`src/rtl/biquad_iir_filter_macros.svh`:
```
// Assertion helpers used by the top-level RTL.
`ifndef BIQUAD_IIR_FILTER_MACROS_SVH
`define BIQUAD_IIR_FILTER_MACROS_SVH

`ifndef SYNTH
// Same-cycle implication.
`define BQ_ASSERT_IMPL(label, clk, rst, ante, cons) \
  label: assert property (@(posedge clk) disable iff (rst) (ante) |-> (cons)) \
    else $error("assertion failed");
// Next-cycle implication.
`define BQ_ASSERT_NEXT(label, clk, rst, ante, cons) \
  label: assert property (@(posedge clk) disable iff (rst) (ante) |=> (cons)) \
    else $error("assertion failed");
`else
`define BQ_ASSERT_IMPL(label, clk, rst, ante, cons)
`define BQ_ASSERT_NEXT(label, clk, rst, ante, cons)
`endif

`endif

```
`src/rtl/bq_pkg.sv`:
```
package bq_pkg;

  localparam int COEF_W    = 32;  // Q4.28 coefficients
  localparam int Q_W       = 48;  // Q32.16 internal values
  localparam int ACC_W     = 56;  // sum of five rounded products
  localparam int MREG_W    = 65;  // 32 x 33 signed product
  localparam int PROD_W    = 80;  // full coefficient * Q32.16 product
  localparam int REG_IDX_W = 3;
  localparam int NUM_STEPS = 20;
  localparam int PC_W      = 5;

  // Register indexes, also used as coefficient select in microcode.
  typedef enum logic [REG_IDX_W-1:0] {
    REG_B0, REG_B1, REG_B2, REG_A1, REG_A2, REG_INV_A0, REG_OUT_SCALE
  } bq_reg_t;

  typedef enum logic [1:0] {
    SEQ_NEXT, SEQ_WAIT_IN, SEQ_WAIT_OUT
  } bq_seq_t;

  typedef enum logic [2:0] {
    OPND_X, OPND_X1, OPND_X2, OPND_Y1, OPND_Y2, OPND_ACC, OPND_W
  } bq_opnd_t;

  typedef enum logic [1:0] {
    PA_NONE, PA_LOAD, PA_ADD
  } bq_pa_t;

  typedef enum logic [2:0] {
    DST_NONE, DST_ACC_LOAD, DST_ACC_ADD, DST_ACC_SUB, DST_ACC_SAT, DST_W, DST_OUT
  } bq_dst_t;

  // One microcode word.
  typedef struct packed {
    bq_seq_t  seq;
    bq_reg_t  coef;
    bq_opnd_t opnd;
    logic     mul_hi;    // multiply by upper 32 bits of operand
    bq_pa_t   pa;
    logic     pa_hi;     // product in mreg came from the upper half
    bq_dst_t  dst;
    logic     rnd_long;  // round by 2^44 instead of 2^28
  } bq_ctrl_t;

  typedef struct packed {
    logic take;    // input transaction this cycle
    logic commit;  // result handed to output register, history advances
  } bq_evt_t;

endpackage

```
`src/rtl/bq_seq.sv`:
```
module bq_seq (
  input  logic             clk,
  input  logic             rst,
  input  logic             in_valid,
  input  logic             out_valid,
  input  logic             out_ready,
  output logic             in_ready,
  output bq_pkg::bq_ctrl_t ctrl,
  output bq_pkg::bq_evt_t  evt
);
  import bq_pkg::*;

  logic [PC_W-1:0] pc;
  logic [PC_W-1:0] pc_next;
  logic            out_free;

  // Microprogram: multiply -> product accumulate -> round, overlapped.
  function automatic bq_ctrl_t rom(input logic [PC_W-1:0] a);
    bq_ctrl_t w;
    w = '0;
    case (a)
      PC_W'(0):  w.seq = SEQ_WAIT_IN;
      PC_W'(1):  begin w.coef = REG_B0; w.opnd = OPND_X; w.mul_hi = 1'b1; end
      PC_W'(2):  begin
        w.coef = REG_B1; w.opnd = OPND_X1; w.mul_hi = 1'b1;
        w.pa = PA_LOAD; w.pa_hi = 1'b1;
      end
      PC_W'(3):  begin
        w.coef = REG_B2; w.opnd = OPND_X2; w.mul_hi = 1'b1;
        w.pa = PA_LOAD; w.pa_hi = 1'b1; w.dst = DST_ACC_LOAD;
      end
      PC_W'(4):  begin
        w.coef = REG_A1; w.opnd = OPND_Y1;
        w.pa = PA_LOAD; w.pa_hi = 1'b1; w.dst = DST_ACC_ADD;
      end
      PC_W'(5):  begin
        w.coef = REG_A1; w.opnd = OPND_Y1; w.mul_hi = 1'b1;
        w.pa = PA_LOAD; w.dst = DST_ACC_ADD;
      end
      PC_W'(6):  begin
        w.coef = REG_A2; w.opnd = OPND_Y2;
        w.pa = PA_ADD; w.pa_hi = 1'b1;
      end
      PC_W'(7):  begin
        w.coef = REG_A2; w.opnd = OPND_Y2; w.mul_hi = 1'b1;
        w.pa = PA_LOAD; w.dst = DST_ACC_SUB;
      end
      PC_W'(8):  begin w.pa = PA_ADD; w.pa_hi = 1'b1; end
      PC_W'(9):  w.dst = DST_ACC_SUB;
      PC_W'(10): w.dst = DST_ACC_SAT;
      PC_W'(11): begin w.coef = REG_INV_A0; w.opnd = OPND_ACC; end
      PC_W'(12): begin
        w.coef = REG_INV_A0; w.opnd = OPND_ACC; w.mul_hi = 1'b1; w.pa = PA_LOAD;
      end
      PC_W'(13): begin w.pa = PA_ADD; w.pa_hi = 1'b1; end
      PC_W'(14): w.dst = DST_W;
      PC_W'(15): begin w.coef = REG_OUT_SCALE; w.opnd = OPND_W; end
      PC_W'(16): begin
        w.coef = REG_OUT_SCALE; w.opnd = OPND_W; w.mul_hi = 1'b1; w.pa = PA_LOAD;
      end
      PC_W'(17): begin w.pa = PA_ADD; w.pa_hi = 1'b1; end
      PC_W'(18): begin w.dst = DST_OUT; w.rnd_long = 1'b1; end
      PC_W'(NUM_STEPS-1): w.seq = SEQ_WAIT_OUT;
      default:   w.seq = SEQ_WAIT_OUT;
    endcase
    return w;
  endfunction

  assign ctrl     = rom(pc);
  assign out_free = !out_valid || out_ready;

  always_comb begin
    case (ctrl.seq)
      SEQ_WAIT_IN:  pc_next = in_valid ? pc + PC_W'(1) : pc;
      SEQ_WAIT_OUT: pc_next = out_free ? '0 : pc;
      default:      pc_next = pc + PC_W'(1);
    endcase
  end

  always_comb begin
    in_ready   = (ctrl.seq == SEQ_WAIT_IN);
    evt.take   = in_ready && in_valid;
    evt.commit = (ctrl.seq == SEQ_WAIT_OUT) && out_free;
  end

  always_ff @(posedge clk) begin
    if (rst) begin
      pc <= '0;
    end else begin
      pc <= pc_next;
    end
  end

endmodule

```
`src/rtl/bq_dp.sv`:
```
module bq_dp #(
  parameter int SAMPLE_BITS = 16
) (
  input  logic                              clk,
  input  logic                              rst,
  input  logic                              cfg_we,
  input  logic [bq_pkg::REG_IDX_W-1:0]      cfg_index,
  input  logic [bq_pkg::COEF_W-1:0]         cfg_data,
  input  logic signed [SAMPLE_BITS-1:0]     sample,
  input  bq_pkg::bq_ctrl_t                  ctrl,
  input  bq_pkg::bq_evt_t                   evt,
  output logic signed [SAMPLE_BITS-1:0]     res_out,
  output logic                              res_clip
);
  import bq_pkg::*;

  localparam int XPAD = 32 - SAMPLE_BITS;
  localparam int OPAD = ACC_W - SAMPLE_BITS + 1;

  logic signed [COEF_W-1:0] b0, b1, b2, a1, a2, inv_a0, out_scale;
  logic signed [SAMPLE_BITS-1:0] x, x1, x2;
  logic signed [Q_W-1:0]   y1, y2, w;
  logic signed [ACC_W-1:0] acc;
  logic signed [MREG_W-1:0] mreg;
  logic signed [PROD_W-1:0] p;

  logic signed [COEF_W-1:0] mul_a;
  logic signed [32:0]       mul_b;
  logic signed [Q_W-1:0]    opnd;
  logic signed [PROD_W-1:0] term;
  logic signed [PROD_W-1:0] p_rnd;
  logic signed [PROD_W-1:0] r_full;
  logic signed [ACC_W-1:0]  r;
  logic                     acc_ovf, r_ovf, o_ovf;
  logic signed [SAMPLE_BITS-1:0] o_sat;

  function automatic logic [Q_W-1:0] sext_x(input logic [SAMPLE_BITS-1:0] v);
    return {{XPAD{v[SAMPLE_BITS-1]}}, v, 16'b0};
  endfunction

  function automatic logic ovf48(input logic [ACC_W-1:0] v);
    return v[ACC_W-1:Q_W-1] != {(ACC_W-Q_W+1){v[Q_W-1]}};
  endfunction

  function automatic logic [Q_W-1:0] sat48(input logic [ACC_W-1:0] v);
    if (ovf48(v)) begin
      return v[ACC_W-1] ? {1'b1, {(Q_W-1){1'b0}}} : {1'b0, {(Q_W-1){1'b1}}};
    end
    return v[Q_W-1:0];
  endfunction

  // Configuration registers
  always_ff @(posedge clk) begin
    if (rst) begin
      b0        <= 32'sh1000_0000;
      b1        <= '0;
      b2        <= '0;
      a1        <= '0;
      a2        <= '0;
      inv_a0    <= 32'sh1000_0000;
      out_scale <= 32'sh1000_0000;
    end else if (cfg_we) begin
      case (cfg_index)
        REG_B0:        b0        <= cfg_data;
        REG_B1:        b1        <= cfg_data;
        REG_B2:        b2        <= cfg_data;
        REG_A1:        a1        <= cfg_data;
        REG_A2:        a2        <= cfg_data;
        REG_INV_A0:    inv_a0    <= cfg_data;
        REG_OUT_SCALE: out_scale <= cfg_data;
        default: ;
      endcase
    end
  end

  // Operand selection
  always_comb begin
    case (ctrl.coef)
      REG_B0:        mul_a = b0;
      REG_B1:        mul_a = b1;
      REG_B2:        mul_a = b2;
      REG_A1:        mul_a = a1;
      REG_A2:        mul_a = a2;
      REG_INV_A0:    mul_a = inv_a0;
      REG_OUT_SCALE: mul_a = out_scale;
      default:       mul_a = b0;
    endcase
    case (ctrl.opnd)
      OPND_X:   opnd = sext_x(x);
      OPND_X1:  opnd = sext_x(x1);
      OPND_X2:  opnd = sext_x(x2);
      OPND_Y1:  opnd = y1;
      OPND_Y2:  opnd = y2;
      OPND_ACC: opnd = acc[Q_W-1:0];
      OPND_W:   opnd = w;
      default:  opnd = w;
    endcase
    mul_b = ctrl.mul_hi ? {opnd[Q_W-1], opnd[Q_W-1:16]} : {17'b0, opnd[15:0]};
  end

  // Upper-half products stay within 64 bits, so the top sign bit is dropped.
  assign term = ctrl.pa_hi ? {mreg[63:0], 16'b0}
                           : {{(PROD_W-MREG_W){mreg[MREG_W-1]}}, mreg};

  // Round half up: floor((p + 2^(n-1)) / 2^n)
  always_comb begin
    p_rnd  = p + (ctrl.rnd_long ? (PROD_W'(1) <<< 43) : (PROD_W'(1) <<< 27));
    r_full = ctrl.rnd_long ? (p_rnd >>> 44) : (p_rnd >>> 28);
    r      = r_full[ACC_W-1:0];
  end

  assign acc_ovf = ovf48(acc);
  assign r_ovf   = ovf48(r);
  assign o_ovf   = r[ACC_W-1:SAMPLE_BITS-1] != {OPAD{r[SAMPLE_BITS-1]}};
  assign o_sat   = o_ovf ? (r[ACC_W-1] ? {1'b1, {(SAMPLE_BITS-1){1'b0}}}
                                       : {1'b0, {(SAMPLE_BITS-1){1'b1}}})
                         : r[SAMPLE_BITS-1:0];

  always_ff @(posedge clk) begin
    mreg <= mul_a * mul_b;

    case (ctrl.pa)
      PA_LOAD: p <= term;
      PA_ADD:  p <= p + term;
      default: ;
    endcase

    if (evt.take) begin
      x        <= sample;
      res_clip <= 1'b0;
    end

    case (ctrl.dst)
      DST_ACC_LOAD: acc <= r;
      DST_ACC_ADD:  acc <= acc + r;
      DST_ACC_SUB:  acc <= acc - r;
      DST_ACC_SAT: begin
        acc <= {{(ACC_W-Q_W){1'b0}}, sat48(acc)};
        if (acc_ovf) res_clip <= 1'b1;
      end
      DST_W: begin
        w <= sat48(r);
        if (r_ovf) res_clip <= 1'b1;
      end
      DST_OUT: begin
        res_out <= o_sat;
        if (o_ovf) res_clip <= 1'b1;
      end
      default: ;
    endcase
  end

  // Sample and result history
  always_ff @(posedge clk) begin
    if (rst) begin
      x1 <= '0;
      x2 <= '0;
      y1 <= '0;
      y2 <= '0;
    end else if (evt.commit) begin
      x1 <= x;
      x2 <= x1;
      y1 <= w;
      y2 <= y1;
    end
  end

endmodule

```
`src/rtl/biquad_iir_filter.sv`:
```
// Biquad direct-form-I section, one shared 32x33 multiplier under microcode.
// One sample in flight: a new sample is taken only after the last result
//   is committed; the 20-step program on the single multiplier / product
//   accumulator (11 partial multiplies + rounds) runs for each sample.
// Reset (synchronous, rst high): coefficients to defaults, history cleared,
//   output register empty; block is ready for input the next cycle.
`include "biquad_iir_filter_macros.svh"

module biquad_iir_filter #(
  parameter int SAMPLE_BITS = 16
) (
  input  logic                          clk,
  input  logic                          rst,
  // configuration write port (no read-back)
  input  logic                          cfg_we,
  input  logic [bq_pkg::REG_IDX_W-1:0]  cfg_index,
  input  logic [bq_pkg::COEF_W-1:0]     cfg_data,
  // sample input
  input  logic                          in_valid,
  output logic                          in_ready,
  input  logic signed [SAMPLE_BITS-1:0] sample,
  // result output
  output logic                          out_valid,
  input  logic                          out_ready,
  output logic signed [SAMPLE_BITS-1:0] filtered,
  output logic                          clipped
);
  import bq_pkg::*;

  bq_ctrl_t ctrl;
  bq_evt_t  evt;
  logic signed [SAMPLE_BITS-1:0] res_out;
  logic                          res_clip;

  // Sequencer: step counter + microcode ROM. It parks on the first step
  // until an input transaction arrives and on the last step until the
  // output register can take the result.
  bq_seq u_seq (
    .clk       (clk),
    .rst       (rst),
    .in_valid  (in_valid),
    .out_valid (out_valid),
    .out_ready (out_ready),
    .in_ready  (in_ready),
    .ctrl      (ctrl),
    .evt       (evt)
  );

  // Datapath: coefficient registers, history, multiplier, 80-bit product
  // accumulator, rounding, 56-bit sum accumulator and saturation.
  bq_dp #(
    .SAMPLE_BITS (SAMPLE_BITS)
  ) u_dp (
    .clk       (clk),
    .rst       (rst),
    .cfg_we    (cfg_we),
    .cfg_index (cfg_index),
    .cfg_data  (cfg_data),
    .sample    (sample),
    .ctrl      (ctrl),
    .evt       (evt),
    .res_out   (res_out),
    .res_clip  (res_clip)
  );

  // Output register: holds a finished result so the sequencer can start the
  // next sample while the consumer stalls.
  always_ff @(posedge clk) begin
    if (rst) begin
      out_valid <= 1'b0;
    end else if (evt.commit) begin
      out_valid <= 1'b1;
    end else if (out_ready) begin
      out_valid <= 1'b0;
    end
  end

  always_ff @(posedge clk) begin
    if (evt.commit) begin
      filtered <= res_out;
      clipped  <= res_clip;
    end
  end

  // A commit never overwrites a result the consumer has not taken.
  `BQ_ASSERT_IMPL(a_no_overwrite, clk, rst, evt.commit, (!out_valid || out_ready))
  // A committed result is presented next cycle.
  `BQ_ASSERT_NEXT(a_commit_shows, clk, rst, evt.commit, out_valid)
  // Once a sample is taken, no further input until it completes.
  `BQ_ASSERT_NEXT(a_one_in_flight, clk, rst, evt.take, !in_ready)
  // Take and commit sit on different program steps.
  `BQ_ASSERT_IMPL(a_take_commit_excl, clk, rst, evt.take, !evt.commit)

endmodule

```
`config.mk`:
```
export PLATFORM = sky130hd
export DESIGN_NAME = biquad_iir_filter
export DESIGN_NICKNAME = d
export VERILOG_FILES = /design/src/rtl/bq_pkg.sv /design/src/rtl/bq_seq.sv /design/src/rtl/bq_dp.sv /design/src/rtl/biquad_iir_filter.sv
export VERILOG_INCLUDE_DIRS = /design/src /design/src/rtl
export SDC_FILE = /design/constraint.sdc
export NUM_CORES = 2
export LEC_CHECK = 0
export BUFFER_PORTS_ARGS = -buffer_cell sky130_fd_sc_hd__buf_4
export CORE_MARGIN = 2
export CORE_UTILIZATION = 30
export CTS_BUF_LIST = sky130_fd_sc_hd__clkbuf_2 sky130_fd_sc_hd__clkbuf_4 sky130_fd_sc_hd__clkbuf_8
export CTS_CLUSTER_DIAMETER = 120
export CTS_CLUSTER_SIZE = 28
export DETAILED_ROUTE_END_ITERATION = 8
export PLACE_DENSITY_LB_ADDON = 0.2
export SLEW_MARGIN = 30
export SYNTH_ARGS = -nofsm -noshare
export SYNTH_HDL_FRONTEND = slang
export SYNTH_SLANG_ARGS = --single-unit
```
`constraint.sdc`:
```
create_clock -name clk -period 11.3 [get_ports clk]
set_clock_uncertainty 0.05 [all_clocks]
set_input_delay 0.565 -clock clk [delete_from_list [all_inputs] [get_ports clk]]
set_output_delay 0.565 -clock clk [all_outputs]
set_load 0.02 [all_outputs]
```
==> qor.yml <==
cells_and_area:
  fillerInstances: 26022
  areaGrowthSynthToFinish_pct: 9.26
  nets: 10130
  post-route-util: 0.329
  layout-drive-gt1-share: 0.0696
worst_setup_path:
  crit_arrival_ns: 11.47
  critPathSlowestCell: "fa_1"
  end_kind: "flip-flop"
  crit_path_max_fanout: 23
  critPathRequiredTime_ns: 11.91
  start_kind: "flip-flop"
  worstSetupPathType: "reg2reg"
  cpPeakStageDelay_ns: 0.58
  crit_top_cell: "fa_1"
floorplanning:
  die_w_um: 503
  core.rowCount: 183
  io-pin-count: 75
  coreArea_sq_um: 248000
  die_area_sq_um: 253000
  start_util: 0.301
  die_h_um: 503
clocking:
  clockRootBuffer: "clkbuf_8"
  clk_pin_slew_ns: 0.15
  h-tree-depth: 2
  numCtsBuffers: 35
  worstSkewPairLatency_ns: 0.83
  cts_max_path_buffers: 3
  cts_tree: "built"
  clock_sinks: 657
timing:
  post-route-min-period_ns: 10.86
  finalHoldViolations: 0
  worst_slew_pin_slew_ns: 1.02
  fin_ws_ns: 0.443
  setup_violations: 0
  finalSetupTns_ns: 0
  finalMaxSlewViolations: 0
  period_share: 0.961
  fmax_ghz: 0.0921
  rsz0062_at_grt: "no"
  slew_headroom: 0.317
grt:
  first_global_vias: 63283
  grt_overflow: 0
  grt_start_max_net_pins: 112
  grtUsageTotal: 0.217
  grt_pass1_wl_um: 416000
  antenna_found_initial: 5
yosys:
  synth.cell_area_sq_um: 74600
  synthArstFlopShare: 0
  syn-mean-instance-area_sq_um: 8.56
  synth_common_cells: "nand2_1 (1683), fa_1 (1092), inv_1 (1092)"
  synth_cells: 8718
  yosysUniqueCellTypes: 108
  ys.flop_type: "dfxtp_1"
  syn-num-nets: 10195
  ys_ff_latch: 657
  synth-edff-count: 233
  synth.most_common_cell: "nand2_1"
  yosys.area.top_type: "fa_1"
  ys_seq_area_frac: 0.208
  yosys_warnings: 0
  synth_top_area_share: 0.293
  synth.area.top_cells: "fa_1 (29%), dfxtp_1 (11%), edfxtp_1 (9.4%), nand2_1 (8.5%), ha_1 (5.5%)"
pwr:
  ir_drop_uv: 180
  leakagePower_nw: 35.2
  cellPowerDensity_nw_per_um2: 208
  finalPower_mw: 17.0
routing:
  totalWireLength_um: 275000
  via_per_inst: 5.17
  drt_first_pass_iters: 9
  dr.first_iter.drc_count: 5244
  wire_per_inst_um: 22.9
  ant_nets: 0
  drc_errors: 0
  vias: 62118
min_path:
  min_path_type: "in2reg"
placed_design:
  gp_congestion: 0.944
  dp_hpwl_um: 221000
  dp_slack_ns: 0.300
  portBuffers: 74
outcome:
  status: "completed"
flow_run:
  drv_cap: 0
==> per-stage QoR <==
stage	hold slack [ns]	area, sq um	cells
2_1_floorplan	0.350	74600	8718
3_3_place_gp	0.352	80000	11885
3_5_place_dp	0.356	80100	11891
4_1_cts	0.0390	81400	11999
5_1_grt	0.102	81500	12007
6_report	0.107	81500	12009
==> final timing paths <==
| check | slack [ns] | depth (start not counted) | to | startpoint |
|---|---|---|---|---|
| worst min-delay path | 0.11 | 3 | u_seq.pc[1] | in_valid |
| worst min register to register | 0.39 | 2 | u_dp.y2[32] | u_dp.y1[32] |
| worst max-delay path | 0.44 | 39 | u_dp.mreg[63] | u_seq.pc[0] |
| worst max register to register | 0.44 | 39 | u_dp.mreg[63] | u_seq.pc[0] |
==> power breakdown <==
part,internal [mW],switching [mW]
combinational,4.12,8.05
clock,0.381,0.934
sequential,3.02,0.485
==> per-layer routing <==
metal | wire length, um | GRT usage | vias to the layer above | share of wire
li1 | - | - | 28146 | -
met1 | 121000 | 0.298 | 31755 | 0.44
met2 | 132000 | 0.365 | 1953 | 0.48
met3 | 15900 | 0.0242 | 262 | 0.058
met4 | 6420 | 0.0463 | 2 | 0.023
met5 | 11 | 0 | - | 0.000040
==> sequential cells by signal, summed over array words and instances, names as in the netlist, 48 cells and up <==
name and cells:
u_dp.mreg 65, u_dp.y2 48, u_dp.acc 56, u_dp.w 48, u_dp.y1 48, u_dp.p 80
==> cell type report <==
cell class	count	area, sq um	share of cell area
flip-flops and latches	657	15500	0.190
inverters	1098	4130	0.0507
repair buffers	405	3380	0.0414
well taps	3330	4170	0.0511
clock buffers	42	541	0.00663
diodes	3	7.51	0.0000921
multi-input cells	6456	53500	0.657
clock inverters	18	264	0.00324
==> layout by cell type (no fill, tap or decap), types with 34 or more instances in the layout <==
master and count:
a21o_1 183, a21oi_1 718, a221o_1 34, a22oi_1 43, a31oi_1 51, and2_1 69, and3_1 56, buf_4 333
clkbuf_8 36, dfxtp_1 424, dlygate4sd3_1 48, edfxtp_1 233, fa_1 1091, ha_1 326, inv_1 1089, mux2_2 42
mux2i_1 82, nand2_1 1677, nand2b_1 61, nand3_1 88, nand4_1 66, nor2_1 680, nor2b_1 41, nor3_1 67
o211ai_1 53, o21a_1 41, o21ai_0 173, o221ai_1 54, xnor2_1 167, xor2_1 104
==> critical path, delay by kind of cell (launching register included) <==
family	cells	cell delay [ns]
xor+xnor	1	0.14
simple gates	4	0.84
buf+inv	9	1.17
flops	1	0.46
fa+ha+maj	10	4.75
mux	1	0.21
compound gates	14	3.08
==> what timing repair did <==
item	in CTS	in global routing
endpoints found under the setup margin	0	12
setup buffers	0	7
endpoints found under the hold margin	240	0
resized for setup	0	15
hold buffers	48	0
==> cells by family (layout without fill, tap and decap cells) <==
| group | count (synthesis) | count (layout) | synth area share |
|---|---|---|---|
| buffers and inverters | 1605 | 1563 | 0.0815 |
| AOI/OAI and AO/OA | 1655 | 1655 | 0.142 |
| and+or+nand+nor | 2979 | 2979 | 0.171 |
| muxes | 128 | 128 | 0.0179 |
| DFF | 657 | 657 | 0.208 |
| adders and majority gates | 1421 | 1421 | 0.348 |
| other | 0 | 3 | 0 |
| xor gates and xnor gates | 273 | 273 | 0.0321 |
Note: power is estimated with default switching activity, not from simulation.
